[src/leib_pkg.sv]
// ----------------------------------------------------------------------------
// leib_pkg
// shared types, character codes and defaults of the line editing input buffer
// ----------------------------------------------------------------------------
package leib_pkg;

	localparam int unsigned RING_DEPTH_DEF = 128;

	localparam logic [7:0] CH_NUL  = 8'h00;
	localparam logic [7:0] CH_EOF  = 8'h04;
	localparam logic [7:0] CH_BS   = 8'h08;
	localparam logic [7:0] CH_LF   = 8'h0A;
	localparam logic [7:0] CH_CR   = 8'h0D;
	localparam logic [7:0] CH_DUMP = 8'h10;
	localparam logic [7:0] CH_KILL = 8'h15;
	localparam logic [7:0] CH_DEL  = 8'h7F;
	localparam logic [7:0] CNT_MAX = 8'hFF;

	localparam logic OP_RX  = 1'b0;
	localparam logic OP_POP = 1'b1;

	typedef struct packed {
		logic       operation;
		logic [7:0] rx_char;
		logic       read_first;
	} leib_in_t;

	typedef struct packed {
		logic       echo_valid;
		logic [7:0] echo_char;
		logic [7:0] erase_count;
		logic       line_ready;
		logic       dump_request;
		logic       read_valid;
		logic [7:0] read_char;
		logic       read_eof;
		logic       read_empty;
	} leib_out_t;

	// controller to datapath
	typedef struct packed {
		logic ld_char;
		logic ld_empty;
		logic rd_start;
		logic rd_finish;
	} leib_cmd_t;

	// datapath to controller
	typedef struct packed {
		logic empty;
	} leib_stat_t;

endpackage

[src/line_editing_input_buffer.sv]
// ----------------------------------------------------------------------------
// line_editing_input_buffer
// canonical terminal line editor on a byte ring
// ----------------------------------------------------------------------------
// Each transaction on the item channel is either a received character
// (operation 0) or a pop by the reader (operation 1), and yields exactly one
// transaction on the result channel. Characters are edited into the
// uncommitted tail of a ring of RING_DEPTH bytes (a power of two): Ctrl-U
// kills the line, Backspace or DEL erases one character, Ctrl-P raises
// dump_request, a zero byte is ignored, anything else is stored and echoed
// (CR becomes LF) or silently dropped when the ring is full; LF, Ctrl-D or a
// ring that just filled commits the line. A pop delivers one committed byte,
// reports read_empty when none is committed, and reports read_eof on Ctrl-D,
// consuming it only when read_first is set. A received character and a pop
// of an empty ring finish directly from idle; a pop that reads the ring also
// passes the ST_READ state, since the ring is a memory with a registered
// read port. One item is in work at a time; the next item is taken in the
// same cycle that the finished result leaves the output register, and the
// input stalls while that result is stalled. No clearing pass is needed after reset.
module line_editing_input_buffer #(
	parameter int unsigned RING_DEPTH = leib_pkg::RING_DEPTH_DEF
) (
	input  logic                clk,
	input  logic                arst_n,
	input  logic                item_valid,
	output logic                item_stall,
	input  leib_pkg::leib_in_t  item,
	output logic                result_valid,
	input  logic                result_stall,
	output leib_pkg::leib_out_t result
);
	import leib_pkg::*;

	// command and status between controller and datapath
	leib_cmd_t  cmd;
	leib_stat_t stat;

	// sequencing, handshake and result valid
	leib_ctrl u_ctrl (
		.clk          (clk),
		.arst_n       (arst_n),
		.item_valid   (item_valid),
		.item_stall   (item_stall),
		.operation    (item.operation),
		.stat         (stat),
		.cmd          (cmd),
		.result_valid (result_valid),
		.result_stall (result_stall)
	);

	// ring, pointers and result payload
	leib_dpath #(
		.RING_DEPTH (RING_DEPTH)
	) u_dpath (
		.clk    (clk),
		.arst_n (arst_n),
		.item   (item),
		.cmd    (cmd),
		.stat   (stat),
		.result (result)
	);

	// only one datapath command per cycle
	a_cmd_onehot: assert property (@(posedge clk) disable iff (!arst_n)
		$onehot0({cmd.ld_char, cmd.ld_empty, cmd.rd_start, cmd.rd_finish}))
		else $error("more than one datapath command");

	// a ring read always completes in the following cycle
	a_read_follows: assert property (@(posedge clk) disable iff (!arst_n)
		cmd.rd_start |=> cmd.rd_finish)
		else $error("ring read not completed");

	// a ring read is only started when a committed byte exists
	a_read_nonempty: assert property (@(posedge clk) disable iff (!arst_n)
		cmd.rd_start |-> !stat.empty)
		else $error("ring read on empty ring");

	// a pop result reports at most one outcome
	a_pop_outcome: assert property (@(posedge clk) disable iff (!arst_n)
		result_valid |-> $onehot0({result.read_valid, result.read_eof, result.read_empty}))
		else $error("conflicting pop outcome");

endmodule

[src/leib_dpath.sv]
// ----------------------------------------------------------------------------
// leib_dpath
// ring store, read/commit/edit pointers and result register
// ----------------------------------------------------------------------------
module leib_dpath #(
	parameter int unsigned RING_DEPTH = leib_pkg::RING_DEPTH_DEF
) (
	input  logic                clk,
	input  logic                arst_n,
	input  leib_pkg::leib_in_t  item,
	input  leib_pkg::leib_cmd_t cmd,
	output leib_pkg::leib_stat_t stat,
	output leib_pkg::leib_out_t result
);
	import leib_pkg::*;

	localparam int unsigned IDX_W = (RING_DEPTH > 1) ? $clog2(RING_DEPTH) : 1;
	localparam int unsigned PTR_W = IDX_W + 1;
	localparam int unsigned EXT_W = (PTR_W > 8) ? PTR_W : 8;
	localparam logic [PTR_W-1:0] DEPTH_P = PTR_W'(RING_DEPTH);

	logic [7:0]       ring_q [RING_DEPTH];
	logic [PTR_W-1:0] rp_q, cp_q, ep_q;
	logic [7:0]       rd_data_q;
	logic             first_q;
	leib_out_t        out_q;

	logic [PTR_W-1:0] ep_nxt, cp_nxt, rp_nxt, ep_inc, kill_n;
	logic [EXT_W-1:0] kill_ext;
	logic [7:0]       cc;
	logic             wr_en;
	leib_out_t        chr_res, pop_res, empty_res;

	assign stat.empty = (rp_q == cp_q);
	assign result     = out_q;

	assign ep_inc   = ep_q + PTR_W'(1);
	assign kill_n   = ep_q - cp_q;
	assign kill_ext = EXT_W'(kill_n);
	assign cc       = (item.rx_char == CH_CR) ? CH_LF : item.rx_char;

	// received character handling
	always_comb begin
		ep_nxt  = ep_q;
		cp_nxt  = cp_q;
		wr_en   = 1'b0;
		chr_res = '0;
		if (item.rx_char == CH_DUMP) begin
			chr_res.dump_request = 1'b1;
		end else if (item.rx_char == CH_KILL) begin
			ep_nxt = cp_q;
			chr_res.erase_count = (kill_ext > EXT_W'(CNT_MAX)) ? CNT_MAX : kill_ext[7:0];
		end else if (item.rx_char == CH_BS || item.rx_char == CH_DEL) begin
			if (ep_q != cp_q) begin
				ep_nxt = ep_q - PTR_W'(1);
				chr_res.erase_count = 8'd1;
			end
		end else if (item.rx_char != CH_NUL && (ep_q - rp_q) < DEPTH_P) begin
			chr_res.echo_valid = 1'b1;
			chr_res.echo_char  = cc;
			wr_en  = 1'b1;
			ep_nxt = ep_inc;
			if (cc == CH_LF || cc == CH_EOF || (ep_inc - rp_q) == DEPTH_P) begin
				cp_nxt = ep_inc;
				chr_res.line_ready = 1'b1;
			end
		end
	end

	// pop completion from the registered ring read
	always_comb begin
		rp_nxt    = rp_q;
		pop_res   = '0;
		empty_res = '0;
		empty_res.read_empty = 1'b1;
		if (rd_data_q == CH_EOF) begin
			pop_res.read_eof = 1'b1;
			if (first_q) begin
				rp_nxt = rp_q + PTR_W'(1);
			end
		end else begin
			pop_res.read_valid = 1'b1;
			pop_res.read_char  = rd_data_q;
			rp_nxt = rp_q + PTR_W'(1);
		end
	end

	always_ff @(posedge clk or negedge arst_n) begin
		if (!arst_n) begin
			rp_q <= '0;
			cp_q <= '0;
			ep_q <= '0;
		end else begin
			if (cmd.ld_char) begin
				ep_q <= ep_nxt;
				cp_q <= cp_nxt;
			end
			if (cmd.rd_finish) begin
				rp_q <= rp_nxt;
			end
		end
	end

	// ring memory: one write port, one registered read port
	always_ff @(posedge clk) begin
		if (cmd.ld_char && wr_en) begin
			ring_q[ep_q[IDX_W-1:0]] <= cc;
		end
		if (cmd.rd_start) begin
			rd_data_q <= ring_q[rp_q[IDX_W-1:0]];
		end
	end

	always_ff @(posedge clk) begin
		if (cmd.rd_start) begin
			first_q <= item.read_first;
		end
		if (cmd.ld_char) begin
			out_q <= chr_res;
		end else if (cmd.ld_empty) begin
			out_q <= empty_res;
		end else if (cmd.rd_finish) begin
			out_q <= pop_res;
		end
	end

endmodule

[src/leib_ctrl.sv]
// ----------------------------------------------------------------------------
// leib_ctrl
// handshake and sequencing controller
// ----------------------------------------------------------------------------
module leib_ctrl (
	input  logic                 clk,
	input  logic                 arst_n,
	input  logic                 item_valid,
	output logic                 item_stall,
	input  logic                 operation,
	input  leib_pkg::leib_stat_t stat,
	output leib_pkg::leib_cmd_t  cmd,
	output logic                 result_valid,
	input  logic                 result_stall
);
	import leib_pkg::*;

	typedef enum logic {
		ST_IDLE,
		ST_READ
	} state_t;

	state_t state_q;
	logic   out_valid_q;
	logic   accept;

	assign item_stall   = (state_q == ST_READ) || (out_valid_q && result_stall);
	assign accept       = item_valid && !item_stall;
	assign result_valid = out_valid_q;

	always_comb begin
		cmd = '0;
		unique case (state_q)
			ST_IDLE: begin
				if (accept) begin
					if (operation == OP_RX) begin
						cmd.ld_char = 1'b1;
					end else if (stat.empty) begin
						cmd.ld_empty = 1'b1;
					end else begin
						cmd.rd_start = 1'b1;
					end
				end
			end
			ST_READ: begin
				cmd.rd_finish = 1'b1;
			end
			default: begin
				cmd = '0;
			end
		endcase
	end

	always_ff @(posedge clk or negedge arst_n) begin
		if (!arst_n) begin
			state_q     <= ST_IDLE;
			out_valid_q <= 1'b0;
		end else begin
			unique case (state_q)
				ST_IDLE: begin
					if (cmd.ld_char || cmd.ld_empty) begin
						out_valid_q <= 1'b1;
					end else if (out_valid_q && !result_stall) begin
						out_valid_q <= 1'b0;
					end
					if (cmd.rd_start) begin
						state_q <= ST_READ;
					end
				end
				ST_READ: begin
					out_valid_q <= 1'b1;
					state_q     <= ST_IDLE;
				end
				default: begin
					state_q <= ST_IDLE;
				end
			endcase
		end
	end

endmodule

[config.mk]
export PLATFORM = sky130hd
export DESIGN_NAME = line_editing_input_buffer
export DESIGN_NICKNAME = d
export VERILOG_FILES = /design/src/leib_pkg.sv /design/src/line_editing_input_buffer.sv /design/src/leib_dpath.sv /design/src/leib_ctrl.sv
export SDC_FILE = /design/constraint.sdc
export NUM_CORES = 1
export LEC_CHECK = 0
export ABC_CLOCK_PERIOD_IN_PS = 4200
export BUFFER_PORTS_ARGS = -buffer_cell sky130_fd_sc_hd__clkbuf_2
export CAP_MARGIN = 0
export CORE_MARGIN = 4
export CORE_UTILIZATION = 50
export CTS_BUF_LIST = sky130_fd_sc_hd__clkbuf_8
export DETAILED_ROUTE_END_ITERATION = 16
export PLACE_DENSITY = 0.65
export SLEW_MARGIN = 5
export SYNTH_ARGS = -nofsm -noshare
export SYNTH_HDL_FRONTEND = slang
export SYNTH_SLANG_ARGS = --single-unit
[constraint.sdc]
create_clock -name clk -period 4.2 [get_ports clk]
set_input_delay 0.84 -clock clk [delete_from_list [all_inputs] [get_ports clk]]
set_output_delay 0.84 -clock clk [all_outputs]
set_load 0.02 [all_outputs]
==> metrics.md, run 1 <==
| Metric | Value |
|---|---|
| Normalized max-slew margin | about a quarter |
| CTS Root Cell | clkbuf_8 |
| Skew-Pair Late Insertion Delay | 0.81 ns |
| Fin util | between 50 and 60% |
| Placed wire-length estimate | 60500 um |
| Vias | 21.4k |
| Post-synth EDFFs | ~1.1k |
| Worst slew pin tran | 1.14 ns |
| Final TNS setup | 0 ns |
| CP max stage delay | 0.65 ns |
| Layout cell share with drive strength beyond 1 | 29.5% |
| Area growth from synthesis to layout | 12.3% |
| Final Hold Fails | 0 |
| Worst slack, placed | between 0.4 and 0.5 ns |
| Vias per cell | approximately 6 |
| CTS Hold Buffers Added | 0 |
| CP Cell Sequence | ha_1, nand3_1, xnor2_1, ha_1, or4_1, a2bb2oi_1, o21a_1, xnor2_1, o21ai_0, and3_1, mux2_2 |
| Total global-route track usage | ~22% |
| RSZ-0062 raised after global routing | false |
| Number of max-cap violations | 0 |
| FF+latch count, synth | 1089 |
| Final worst path period share | around 89% |
| Clock buffer count from CTS | 171 |
| CP Max Fanout | 10 |
| Synth cell types | 68 |
| First-pass GRT wire length | ~150000 um |
| Critical setup path kind | reg2reg |
| Final setup viols | 0 |
| Detailed Routing Iterations Pass 1 | 7 |
| Slew Viols, Final | 0 |
| H-Tree Depth | 4 |
| Leakage | 15.9 nW |
| Post-route DRC | 0 |
| # resized after CTS | 0 |
| Core Area | 85500 um^2 |
| Post-route minimum period | 3.73 ns |
| PortBufs | 45 |
| Number of fill cells | 6307 |
| # IOs | 46 |
| Die Area | 91400 um^2 |
| Avg Inst Size Synth | 21.1 um^2 |
| Status | finished, final reports clean |
| CP max-delay cell | dfrtp_1 |
| Vias in the first global route | 22.1k |
| Pwr/cell area | 594 nW/um^2 |
| Max Clock Freq | 268 MHz |
| Routed wire length | 99700 um |
| Setup bufs post-CTS | 0 |
| Syn nets | 2097 |
| Total grt overflow | 0 |
| Worst EP required | 4.87 ns |
| Worst Setup Start Kind | flop |
| Avg WL per Cell | 27.9 um |
| Initial Util | just over 50% |
| Worst setup margin | 0.475 ns |
| Reg clk slew, reported paths | 0.07 ns |
| Final Skew | 0.0448 ns |
| Standard-cell rows | roughly 110 |
| Critical path arrival | roughly 4.4 ns |
| Hold_ws | approximately 0.12 ns |
| NumNets Final | 2329 |
| TritonCTS clock tree | built |
| Routability Congestion | 0.855 |
| Commonest register cell after synthesis | edfxtp_1 |
| Worst hold path type | in2async |
| Peak supply drop | 638 uV |
| Iteration-0 DRC Markers | 2274 |
| Ys Warns | 0 |
| Die Ht | 302 um |
| Antenna viol nets, final | 0 |
| Num Clock Sinks | 1089 |
| Die W | 302 um |
| Setup crit end kind | flop |
| Synth Instances | between 2k and 2.5k |
| Cell Area, Synth | 43300 um^2 |
| Synth async-reset ratio | under 10% |
| Register area share after synthesis | around 75% |
| Largest net degree at the start of global routing | 150 |
| CTS max path bufs | 3 |
| Initial antenna violation count | 3 |
## logic make-up (layout without fill, tap and decap cells)
logic type,count (synthesis),count (layout),share of synthesized area (%)
simple gates,293,293,3.09
fa+ha+maj,26,26,0.786
compound gates,130,130,2.01
buf+inv,132,502,1.48
other cells,0,2,0
xor+xnor,33,33,0.667
flops,1089,1089,75.0
mux,354,354,17.0
## synth_stat cells (all sizes together) (2+ instances only)
| cell type | number | area (um^2) |
|---|---|---|
| nor2b | 5 | 31.3 |
| nand3 | 19 | 113 |
| xor2 | 18 | 158 |
| dfxtp | 11 | 220 |
| and3 | 3 | 18.8 |
| buf | 68 | 398 |
| mux4 | 304 | 6850 |
| fa | 2 | 40.0 |
| nor3 | 11 | 55.1 |
| and2 | 11 | 68.8 |
| nand2 | 40 | 155 |
| ha | 24 | 300 |
| and3b | 2 | 17.5 |
| or3 | 2 | 12.5 |
| mux2i | 43 | 443 |
| o21ai | 23 | 115 |
| nor2 | 172 | 648 |
| dfrtp | 26 | 651 |
| o221ai | 17 | 149 |
| nand4 | 9 | 62.6 |
| clkbuf | 41 | 155 |
| nor4b | 3 | 26.3 |
| mux2 | 7 | 78.8 |
| o211ai | 2 | 15.0 |
| clkinv | 2 | 8.75 |
| edfxtp | 1052 | 31600 |
| o21a | 2 | 15.0 |
| inv | 21 | 78.8 |
| nor4 | 5 | 43.8 |
| o22ai | 5 | 37.5 |
| a2bb2oi | 2 | 23.8 |
| xnor2 | 15 | 131 |
| a21o | 4 | 30.0 |
| nand2b | 5 | 31.3 |
| a22oi | 26 | 195 |
| a31oi | 4 | 25.0 |
| a21oi | 37 | 193 |
## critical path: cells and delay by family, from the launching register on
family	cells	cell delay (ns)
DFF	1	0.65
and+or+nand+nor	3	1.18
xor gates and xnor gates	2	0.35
AOI/OAI and AO/OA	3	0.44
adders and majority gates	2	0.59
muxes	1	0.39
## per-stage QoR
stage / total power, W / area [um^2] / cells
after floorplan: 0.0186 / 43300 / 2057
final: 0.0289 / 48600 / 3573
after CTS: 0.0291 / 48600 / 3571
after detailed placement: 0.0209 / 45500 / 3260
after global placement: 0.0208 / 45500 / 3260
after global routing: 0.0301 / 48600 / 3573
## flip-flops by register name, summed over array words and instances, names as in the netlist
| register | flops |
|---|---|
| u_dpath.result | 30 |
| u_dpath.rp_q | 8 |
| u_dpath.cp_q | 8 |
| u_dpath.rd_data_q | 8 |
| u_ctrl.result_valid | 1 |
| u_dpath.ep_q | 8 |
| u_dpath.ring_q | 1024 |
| u_dpath.first_q | 1 |
| u_ctrl.state_q | 1 |
## power breakdown
part           switching, W  total (W)  internal [W]
registers          0.000232     0.0124        0.0122
logic               0.00445    0.00824       0.00379
clock network       0.00407    0.00820       0.00413
## path summary, 6_finish.rpt
kind | slack [ns] | end | cells past startpoint | startpoint
worst max-delay path | 0.47 | u_dpath.cp_q[0] | 11 | u_dpath.ep_q[1]
worst min-delay path | 0.12 | u_dpath.ep_q[2] | 1 | arst_n
worst max register to register | 0.47 | u_dpath.cp_q[0] | 11 | u_dpath.ep_q[1]
worst min register to register | 0.48 | u_dpath.result[10] | 1 | u_dpath.result[10]
max in group asynchronous | 3.50 | u_dpath.rp_q[1] | 1 | arst_n
min in group clk | 0.22 | u_dpath.first_q | 1 | item[0]
## layout make-up
cell class	instances	area, um^2	share of cell area, %
sequential	1089	32500	66.8
multi-input combinational	836	10200	21.0
clock buffer	174	2390	4.93
tap	1144	1430	2.94
timing repair buffer	168	1290	2.65
clock inverter	137	721	1.48
inverter	23	88.8	0.183
antenna	2	5.00	0.0103
## layout by cell type (no fill, tap or decap), types with 18 or more instances in the layout
cell      netlist  routed
a22oi_1        26      26
nand2_1        38      38
clkinv_2        1      25
clkinv_1        1      41
buf_4          15     118
o21ai_0        21      21
clkbuf_8        0     174
xor2_1         18      18
nor2_1        171     170
mux4_2        304     304
edfxtp_1     1052    1052
a21oi_1        35      35
ha_1           24      24
inv_1          21      77
dfrtp_1        26      23
mux2i_1        42      42
clkbuf_2        1      40
## per-layer routing
layer	vias to the layer above	share of wire [%]	GRT usage [%]
li1	9031	-	-
met5	-	0	0
met1	11300	40	31.1
met3	163	8.8	5.71
met4	0	2.8	7.20
met2	978	48	35.0
(Power assumes the default switching activity.)
==> run 2: changes to the inputs <==
--- a/config.mk
+++ b/config.mk
@@ -5,9 +5,8 @@
 export SDC_FILE = /design/constraint.sdc
 export NUM_CORES = 1
 export LEC_CHECK = 0
-export ABC_CLOCK_PERIOD_IN_PS = 4200
+export ABC_CLOCK_PERIOD_IN_PS = 3500
 export BUFFER_PORTS_ARGS = -buffer_cell sky130_fd_sc_hd__clkbuf_2
-export CAP_MARGIN = 0
 export CORE_MARGIN = 4
 export CORE_UTILIZATION = 50
 export CTS_BUF_LIST = sky130_fd_sc_hd__clkbuf_8
==> constraint.sdc (replaced) <==
create_clock -name clk -period 3.5 [get_ports clk]
set_input_delay 0.7 -clock clk [delete_from_list [all_inputs] [get_ports clk]]
set_output_delay 0.7 -clock clk [all_outputs]
set_load 0.02 [all_outputs]
==> run 2 against run 1 <==
  * Fmax rose by 12%
  * Sequential power up 20%
  * Via count rose by 1.5%
  * Global-route usage grew 0.38 points
  * First-iteration DRC count grew 5.2%
  * Non-clock buffer count rose by 84
  * Combinational power rose by 25%
  * Cell count is 2.4% higher
  * Sequential cell count unchanged
  * Sequential share of layout area down 1.1 points
  * Critical path depth decreased by 2
  * Critical endpoint is now u_dpath.ring_q[32][3]
==> metrics.md, run 2 (synthesis results as in run 1) <==
| Metric | Value |
|---|---|
| Worst hold path type | in2reg |
| Worst Setup Start Kind | flop |
| Post-route minimum period | 3.34 ns (-0.390 ns) |
| Crit path to | u_dpath.ring_q[32][3] |
| Number of fill cells | 6265 (-0.67%) |
| WHS Path Cells | 1 |
| Routability Congestion | 0.894 (+4.6%) |
| Worst EP required | 3.90 ns (-0.97 ns) |
| Critical path arrival | 3.74 ns (-0.65 ns) |
| Post-route DRC | 0 (unchanged) |
| Sequential share of power | 42.4% (-0.6 points) |
| Sw frac | 30.7% (+0.32 points) |
| Final setup viols | 0 (unchanged) |
| Comb power frac | 29.3% (+0.7 points) |
| CP Max Fanout | 8 (-2) |
| Slew Viols, Final | 0 (unchanged) |
| H-Tree Depth | 4 (unchanged) |
| CTS Root Cell | clkbuf_8 |
| Largest net degree at the start of global routing | 82 (-45%) |
| Hold_ws | 0.124 ns (+0.00816 ns) |
| Critical setup path kind | reg2reg |
| First-pass GRT wire length | 150000 um (+1.7%) |
| Die W | 302 um (unchanged) |
| NumNets Final | 2412 (+3.6%) |
| Number of max-cap violations | 0 (unchanged) |
| Detailed Routing Iterations Pass 1 | 11 (+4) |
| Placed wire-length estimate | 62900 um (+4.0%) |
| Final TNS setup | 0 ns (unchanged) |
| Avg WL per Cell | 27.6 um (-0.97%) |
| Clock buffer count from CTS | 170 (-0.58%) |
| Worst reg2reg path startpoint | u_dpath.rp_q[4] |
| Skew-Pair Late Insertion Delay | 0.84 ns (+0.03 ns) |
| Total grt overflow | 0 (unchanged) |
| Reg clk slew, reported paths | 0.07 ns (about the same) |
| Iteration-0 DRC Markers | 2393 (+5.2%) |
| Worst-case reg-to-reg path depth | 9 (-2) |
| R2r endpoint | u_dpath.ring_q[32][3] |
| Layout cell share with drive strength beyond 1 | 32.3% (+2.8 points) |
| Vias | 21.8k (+1.5%) |
| Max Clock Freq | 300 MHz (+12%) |
| Die Ht | 302 um (unchanged) |
| Internal Power | 0.0244 W (+21%) |
| Critical Path Start | u_dpath.rp_q[4] |
| Normalized max-slew margin | 33.0% (+8.9 points) |
| Initial Util | 50.6% (unchanged) |
| Setup bufs post-CTS | 0 (unchanged) |
| Routed wire length | 101000 um (+1.4%) |
| Leakage | 16.4 nW (+2.9%) |
| Commonest cells after routing, fill and taps aside | edfxtp_1 (1052), mux4_2 (304), buf_4 (193) |
| Worst slew pin tran | 1.00 ns (-0.133 ns) |
| # IOs | 46 (unchanged) |
| Initial antenna violation count | 3 (unchanged) |
| Max reg flops | 1024 (unchanged) |
| Total global-route track usage | 22.7% (+0.38 points) |
| Final Skew | 0.0649 ns (+0.0201 ns) |
| Switching power total | 0.0108 W (+23%) |
| Area growth from synthesis to layout | 14.1% |
| Commonest non-fill, non-tap cell in the layout | edfxtp_1 |
| Status | finished, final reports clean |
| Final worst path period share | 95.3% (+6.6 points) |
| CTS max path bufs | 3 (unchanged) |
| Peak supply drop | 444 uV (-30%) |
| Vias in the first global route | 22.6k (+2.1%) |
| TritonCTS clock tree | built |
| Die Area | 91400 um^2 (unchanged) |
| Setup crit end kind | flop |
| Antenna viol nets, final | 0 (unchanged) |
| RSZ-0062 raised after global routing | false |
| Vias per cell | 5.95 (-0.90%) |
| Core Area | 85500 um^2 (unchanged) |
| Standard-cell rows | 107 (unchanged) |
| Pwr/cell area | 710 nW/um^2 (+20%) |
| Flop2flop setup slack | 0.16 ns (-0.31 ns) |
| PortBufs | 45 (unchanged) |
| Num Clock Sinks | 1089 (unchanged) |
| Clk network pwr share | 28.3% (about the same) |
| Final Hold Fails | 0 (unchanged) |
==> run 2: metrics by stage <==
stage | total power (W) | utilization, % | area, um^2 | setup slack (ns) | std cells
6_report | 0.0351 | 57.8 | 49400 | 0.165 | 3659
5_1_grt | 0.0367 | 57.8 | 49400 | 0.00592 | 3659
4_1_cts | 0.0354 | 57.8 | 49400 | 0.130 | 3657
3_5_place_dp | 0.0255 | 54.1 | 46200 | 0.136 | 3343
3_3_place_gp | 0.0254 | 54.1 | 46200 | 0.197 | 3343
2_1_floorplan | 0.0223 | - | 43300 | -0.0911 | 2057
==> run 2: final cells by class <==
type / count / area, um^2 / share of cell area (%)
antenna: 2 / 5.00 / 0.0101
clock buffer: 171 / 2350 / 4.76
clock inverter: 142 / 816 / 1.65
inverter: 23 / 88.8 / 0.180
multi-input combinational: 836 / 10200 / 20.7
sequential: 1089 / 32500 / 65.7
tap: 1144 / 1430 / 2.90
timing repair buffer: 252 / 2020 / 4.09
==> run 2: repair_timing <==
action	in CTS	in global routing
setup endpoints to repair	0	7
hold endpoints to repair	26	0
resized for setup	0	2
hold buffers	1	0
==> run 2: worst min path at each step <==
stage,start,end
floorplan,arst_n,u_ctrl.result_valid
global placement,u_dpath.rd_data_q[2],u_dpath.result[4]
detailed placement,u_dpath.rd_data_q[2],u_dpath.result[4]
CTS,item[0],u_dpath.first_q
global route,item[0],u_dpath.first_q
finish,item[0],u_dpath.first_q
==> run 2: per-layer routing <==
layer	GRT usage [%]	part of all wire (%)
met4	8.12	2.8
met5	0	0.013
met3	5.88	8.5
met1	32.0	41
met2	34.8	48
==> run 2: critical path, stage by stage (launching register included) <==
cell	delay, ns
dfrtp_1	0.38
inv_1	0.15
ha_1	0.28
a21o_1	0.16
a211o_1	0.30
o22ai_2	0.25
mux2i_4	0.35
nand2_1	0.17
buf_4	0.22
nor2_1	0.64
==> run 2: power groups by stage <==
stage	clock network, W	registers (W)	logic, W
6_report	0.00995	0.0149	0.0103
5_1_grt	0.0108	0.0149	0.0109
4_1_cts	0.0102	0.0149	0.0104
3_5_place_dp	0	0.0152	0.0103
3_3_place_gp	0	0.0151	0.0102
2_1_floorplan	0	0.0152	0.00712
==> run 3: changes to the inputs <==
--- a/config.mk
+++ b/config.mk
@@ -5,13 +5,13 @@
 export SDC_FILE = /design/constraint.sdc
 export NUM_CORES = 1
 export LEC_CHECK = 0
-export ABC_CLOCK_PERIOD_IN_PS = 3500
+export ABC_CLOCK_PERIOD_IN_PS = 3020
 export BUFFER_PORTS_ARGS = -buffer_cell sky130_fd_sc_hd__clkbuf_2
 export CORE_MARGIN = 4
 export CORE_UTILIZATION = 50
 export CTS_BUF_LIST = sky130_fd_sc_hd__clkbuf_8
 export DETAILED_ROUTE_END_ITERATION = 16
-export PLACE_DENSITY = 0.65
+export PLACE_DENSITY = 0.68
 export SLEW_MARGIN = 5
 export SYNTH_ARGS = -nofsm -noshare
 export SYNTH_HDL_FRONTEND = slang
==> constraint.sdc (replaced) <==
create_clock -name clk -period 3.02 [get_ports clk]
set_input_delay 0.604 -clock clk [delete_from_list [all_inputs] [get_ports clk]]
set_output_delay 0.604 -clock clk [all_outputs]
set_load 0.02 [all_outputs]
==> run 3 against run 2 <==
  * Sequential power rose by 15%
  * Fmax up 8.6%
  * Non-clock buffer count is 41 higher
  * Clock skew down 0.011 ns
  * Hold slack better by 0.024 ns
  * Power up 19%
  * Design area rose by 3.3%
  * Sequential share of layout area down 2.1 points
  * Largest power group unchanged
  * Clock power rose by 16%
  * Combinational power grew 28%
  * Die area unchanged
  * Clock-buffer cell count down 3
  * The flow now finishes with violations (negative setup slack)
==> metrics.md, run 3 (synthesis results as in run 1) <==
| Metric | Value |
|---|---|
| Standard-cell rows | 107 (unchanged) |
| Worst-case reg-to-reg path depth | 13 (+4) |
| CP max stage delay | 0.44 ns (-0.20 ns) |
| Skew-Pair Late Insertion Delay | 0.84 ns (about the same) |
| Normalized max-slew margin | 18.5% (-15 points) |
| Sequential share of power | 41.0% (-1.4 points) |
| NumNets Final | 2449 (+1.5%) |
| Iteration-0 DRC Markers | 2431 (+1.6%) |
| PortBufs | 45 (unchanged) |
| Final Skew | 0.0539 ns (-0.0111 ns) |
| Total global-route track usage | 22.2% (-0.43 points) |
| Post-route DRC | 0 (unchanged) |
| Comb power frac | 31.4% (+2.1 points) |
| Final setup viols | 7 (+7) |
| Critical setup path kind | reg2reg |
| Slew Viols, Final | 0 (unchanged) |
| R2r endpoint | u_dpath.cp_q[6] |
| Initial Util | 50.6% (unchanged) |
| Reg clk slew, reported paths | 0.07 ns (about the same) |
| Flop2flop setup slack | -0.05 ns (-0.22 ns) |
| Met3 Usage GRT | 4.10% (-1.8 points) |
| Critical path arrival | 3.78 ns (+0.04 ns) |
| CTS max path bufs | 3 (unchanged) |
| Power Total | 0.0419 W (+19%) |
| Final worst path period share | 102% (+6.4 points) |
| Total grt overflow | 0 (unchanged) |
| Worst reg2reg path startpoint | u_dpath.ep_q[1] |
| Fin cells | 3690 (+0.85%) |
| Post-route minimum period | 3.07 ns (-0.264 ns) |
| Worst setup margin | -0.0508 ns (-0.216 ns) |
| Number of max-cap violations | 0 (unchanged) |
| Number of fill cells | 5979 (-4.6%) |
| Initial antenna violation count | 2 (-1) |
| Die Ht | 302 um (unchanged) |
| Worst EP required | 3.73 ns (-0.17 ns) |
| Commonest cells after routing, fill and taps aside | edfxtp_1 (1052), mux4_2 (304), buf_4 (182) |
| # IOs | 46 (unchanged) |
| Grt met2 use | 35.2% (+0.44 points) |
| Pwr/cell area | 822 nW/um^2 (+16%) |
| Final Hold Fails | 0 (unchanged) |
| Antenna viol nets, final | 0 (unchanged) |
| Clock buffer count from CTS | 166 (-2.4%) |
| Avg WL per Cell | 26.9 um (-2.5%) |
| Violated checks | negative setup slack |
| WHS Path Cells | 2 (+1) |
| Vias per cell | 5.91 (-0.56%) |
| Area growth from synthesis to layout | 17.8% |
| Detailed Routing Iterations Pass 1 | 7 (-4) |
| Largest net degree at the start of global routing | 130 (+59%) |
| CTS Root Cell | clkbuf_8 |
| Sw frac | 30.4% (-0.21 points) |
| Clk network pwr share | 27.5% (-0.8 points) |
| Routed wire length | 99400 um (-1.7%) |
| CP max-delay cell | dfrtp_2 |
| Internal Power | 0.0292 W (+20%) |
| Core Area | 85500 um^2 (unchanged) |
| Worst Setup Start Kind | flop |
| Num Clock Sinks | 1089 (unchanged) |
| Vias | 21.8k (+0.28%) |
| Worst slew pin tran | 1.22 ns (+0.218 ns) |
| Hold Crit Start | item[4] |
| Met1 Use GR | 32.1% (+0.088 points) |
| TritonCTS clock tree | built |
| Setup crit end kind | flop |
| Vias in the first global route | 22.4k (-0.56%) |
| Max Clock Freq | 326 MHz (+8.6%) |
| CP Max Fanout | 8 (unchanged) |
| Leakage | 16.7 nW (+2.2%) |
| First-pass GRT wire length | 148000 um (-1.3%) |
| Hold Path End | u_dpath.result[24] |
| Commonest non-fill, non-tap cell in the layout | edfxtp_1 |
| Worst hold path type | in2reg |
| CP Cell Sequence | ha_4, nand3_2, nor2_2, xor2_1, ha_1, or4_4, a2bb2oi_1, o21a_1, xnor2_1, o21ai_1, and3_1, buf_6, mux2_2 |
| Die Area | 91400 um^2 (unchanged) |
| Busiest grt layer | met2 |
| Switching power total | 0.0128 W (+19%) |
| Peak supply drop | 679 uV (+53%) |
| Placed cells | 3372 (+0.87%) |
| Layout cell share with drive strength beyond 1 | 38.0% (+5.7 points) |
| H-Tree Depth | 4 (unchanged) |
| Die W | 302 um (unchanged) |
| Max reg flops | 1024 (unchanged) |
| Placed wire-length estimate | 61300 um (-2.5%) |
| Status | finished, violations left |
| Routability Congestion | 0.898 (+0.51%) |
-- run 3: cell count changes in the layout (fill, tap and decap cells not counted), moves of 4 or more --
cell and change:
clkinv_1 -5, buf_6 +6, clkinv_2 -4, buf_12 +42, buf_4 -11, nor2_4 +61
nor2_1 -92, nor2_2 +31, nand3_1 -4, ha_1 -5, a22oi_1 -5, a22oi_2 +5
-- run 3: power by group through the flow --
| stage | registers (W) | clock network (W) | logic, W |
|---|---|---|---|
| final | 0.0172 | 0.0115 | 0.0132 |
| after floorplan | 0.0176 | 0 | 0.00836 |
| after global routing | 0.0172 | 0.0126 | 0.0139 |
| after global placement | 0.0175 | 0 | 0.0124 |
| after detailed placement | 0.0175 | 0 | 0.0125 |
| after CTS | 0.0172 | 0.0118 | 0.0127 |
-- run 3: area by class of cell --
cell class | instances | area, um^2 | share of cell area [%]
Inverter | 23 | 92.6 | 0.181
Clock inverter | 135 | 843 | 1.65
Antenna cell | 2 | 5.00 | 0.00981
Sequential cell | 1089 | 32500 | 63.6
Clock buffer | 168 | 2310 | 4.53
Multi-Input combinational cell | 836 | 11000 | 21.5
Timing Repair Buffer | 293 | 2920 | 5.72
Tap cell | 1144 | 1430 | 2.80
-- run 3: how the worst max path moves through the flow --
stage                                from                    to  slack (ns)  depth (start not counted)
after floorplan                   item[1]  u_dpath.ring_q[0][0]       -0.24                          4
final                     u_dpath.ep_q[1]       u_dpath.cp_q[6]       -0.05                         13
after global routing      u_dpath.ep_q[1]       u_dpath.cp_q[0]       -0.13                         13
after detailed placement  u_dpath.ep_q[1]       u_dpath.cp_q[6]       -0.11                         12
after global placement    u_dpath.rp_q[0]  u_dpath.rd_data_q[3]       -0.07                          6
after CTS                 u_dpath.ep_q[1]       u_dpath.cp_q[6]       0.002                         12
-- run 3: critical path: cells and delay by family (launching register included) --
kind / cells / cell delay (ns)
AO/OA/AOI/OAI: 3 / 0.47
XOR/XNOR: 2 / 0.27
adder cells (fa/ha/maj): 2 / 0.40
buffers and inverters: 1 / 0.14
flip-flops: 1 / 0.44
multiplexers: 1 / 0.34
AND/OR/NAND/NOR: 4 / 0.89
-- run 3: timing repair --
action | CTS | global route
cloned | 0 | 1
pin swaps | 2 | 10
setup buffers | 1 | 8
resized for setup | 16 | 32
hold endpoints to repair | 28 | 0
setup endpoints to repair | 15 | 164
hold buffers | 3 | 0
-- run 3: routing by layer --
| layer | part of all wire (%) | wire [um] |
|---|---|---|
| met1 | 42 | 41400 |
| met2 | 49 | 48300 |
| met3 | 7.0 | 6930 |
| met4 | 2.7 | 2730 |
| met5 | 0 | 0 |
-- run 3: stage by stage --
| step | utilization (%) | worst slack (ns) | cell area [um^2] | hold WS (ns) | TNS [ns] |
|---|---|---|---|---|---|
| floorplan | - | -0.244 | 43900 | 0.308 | -136.15 |
| global placement | 55.6 | -0.0749 | 47500 | 0.439 | -0.302 |
| detailed placement | 55.6 | -0.107 | 47500 | 0.454 | -0.894 |
| CTS | 59.4 | 0.00159 | 50800 | 0.0794 | 0 |
| global route | 59.7 | -0.127 | 51000 | 0.118 | -0.952 |
| finish | 59.7 | -0.0508 | 51000 | 0.148 | -0.258 |
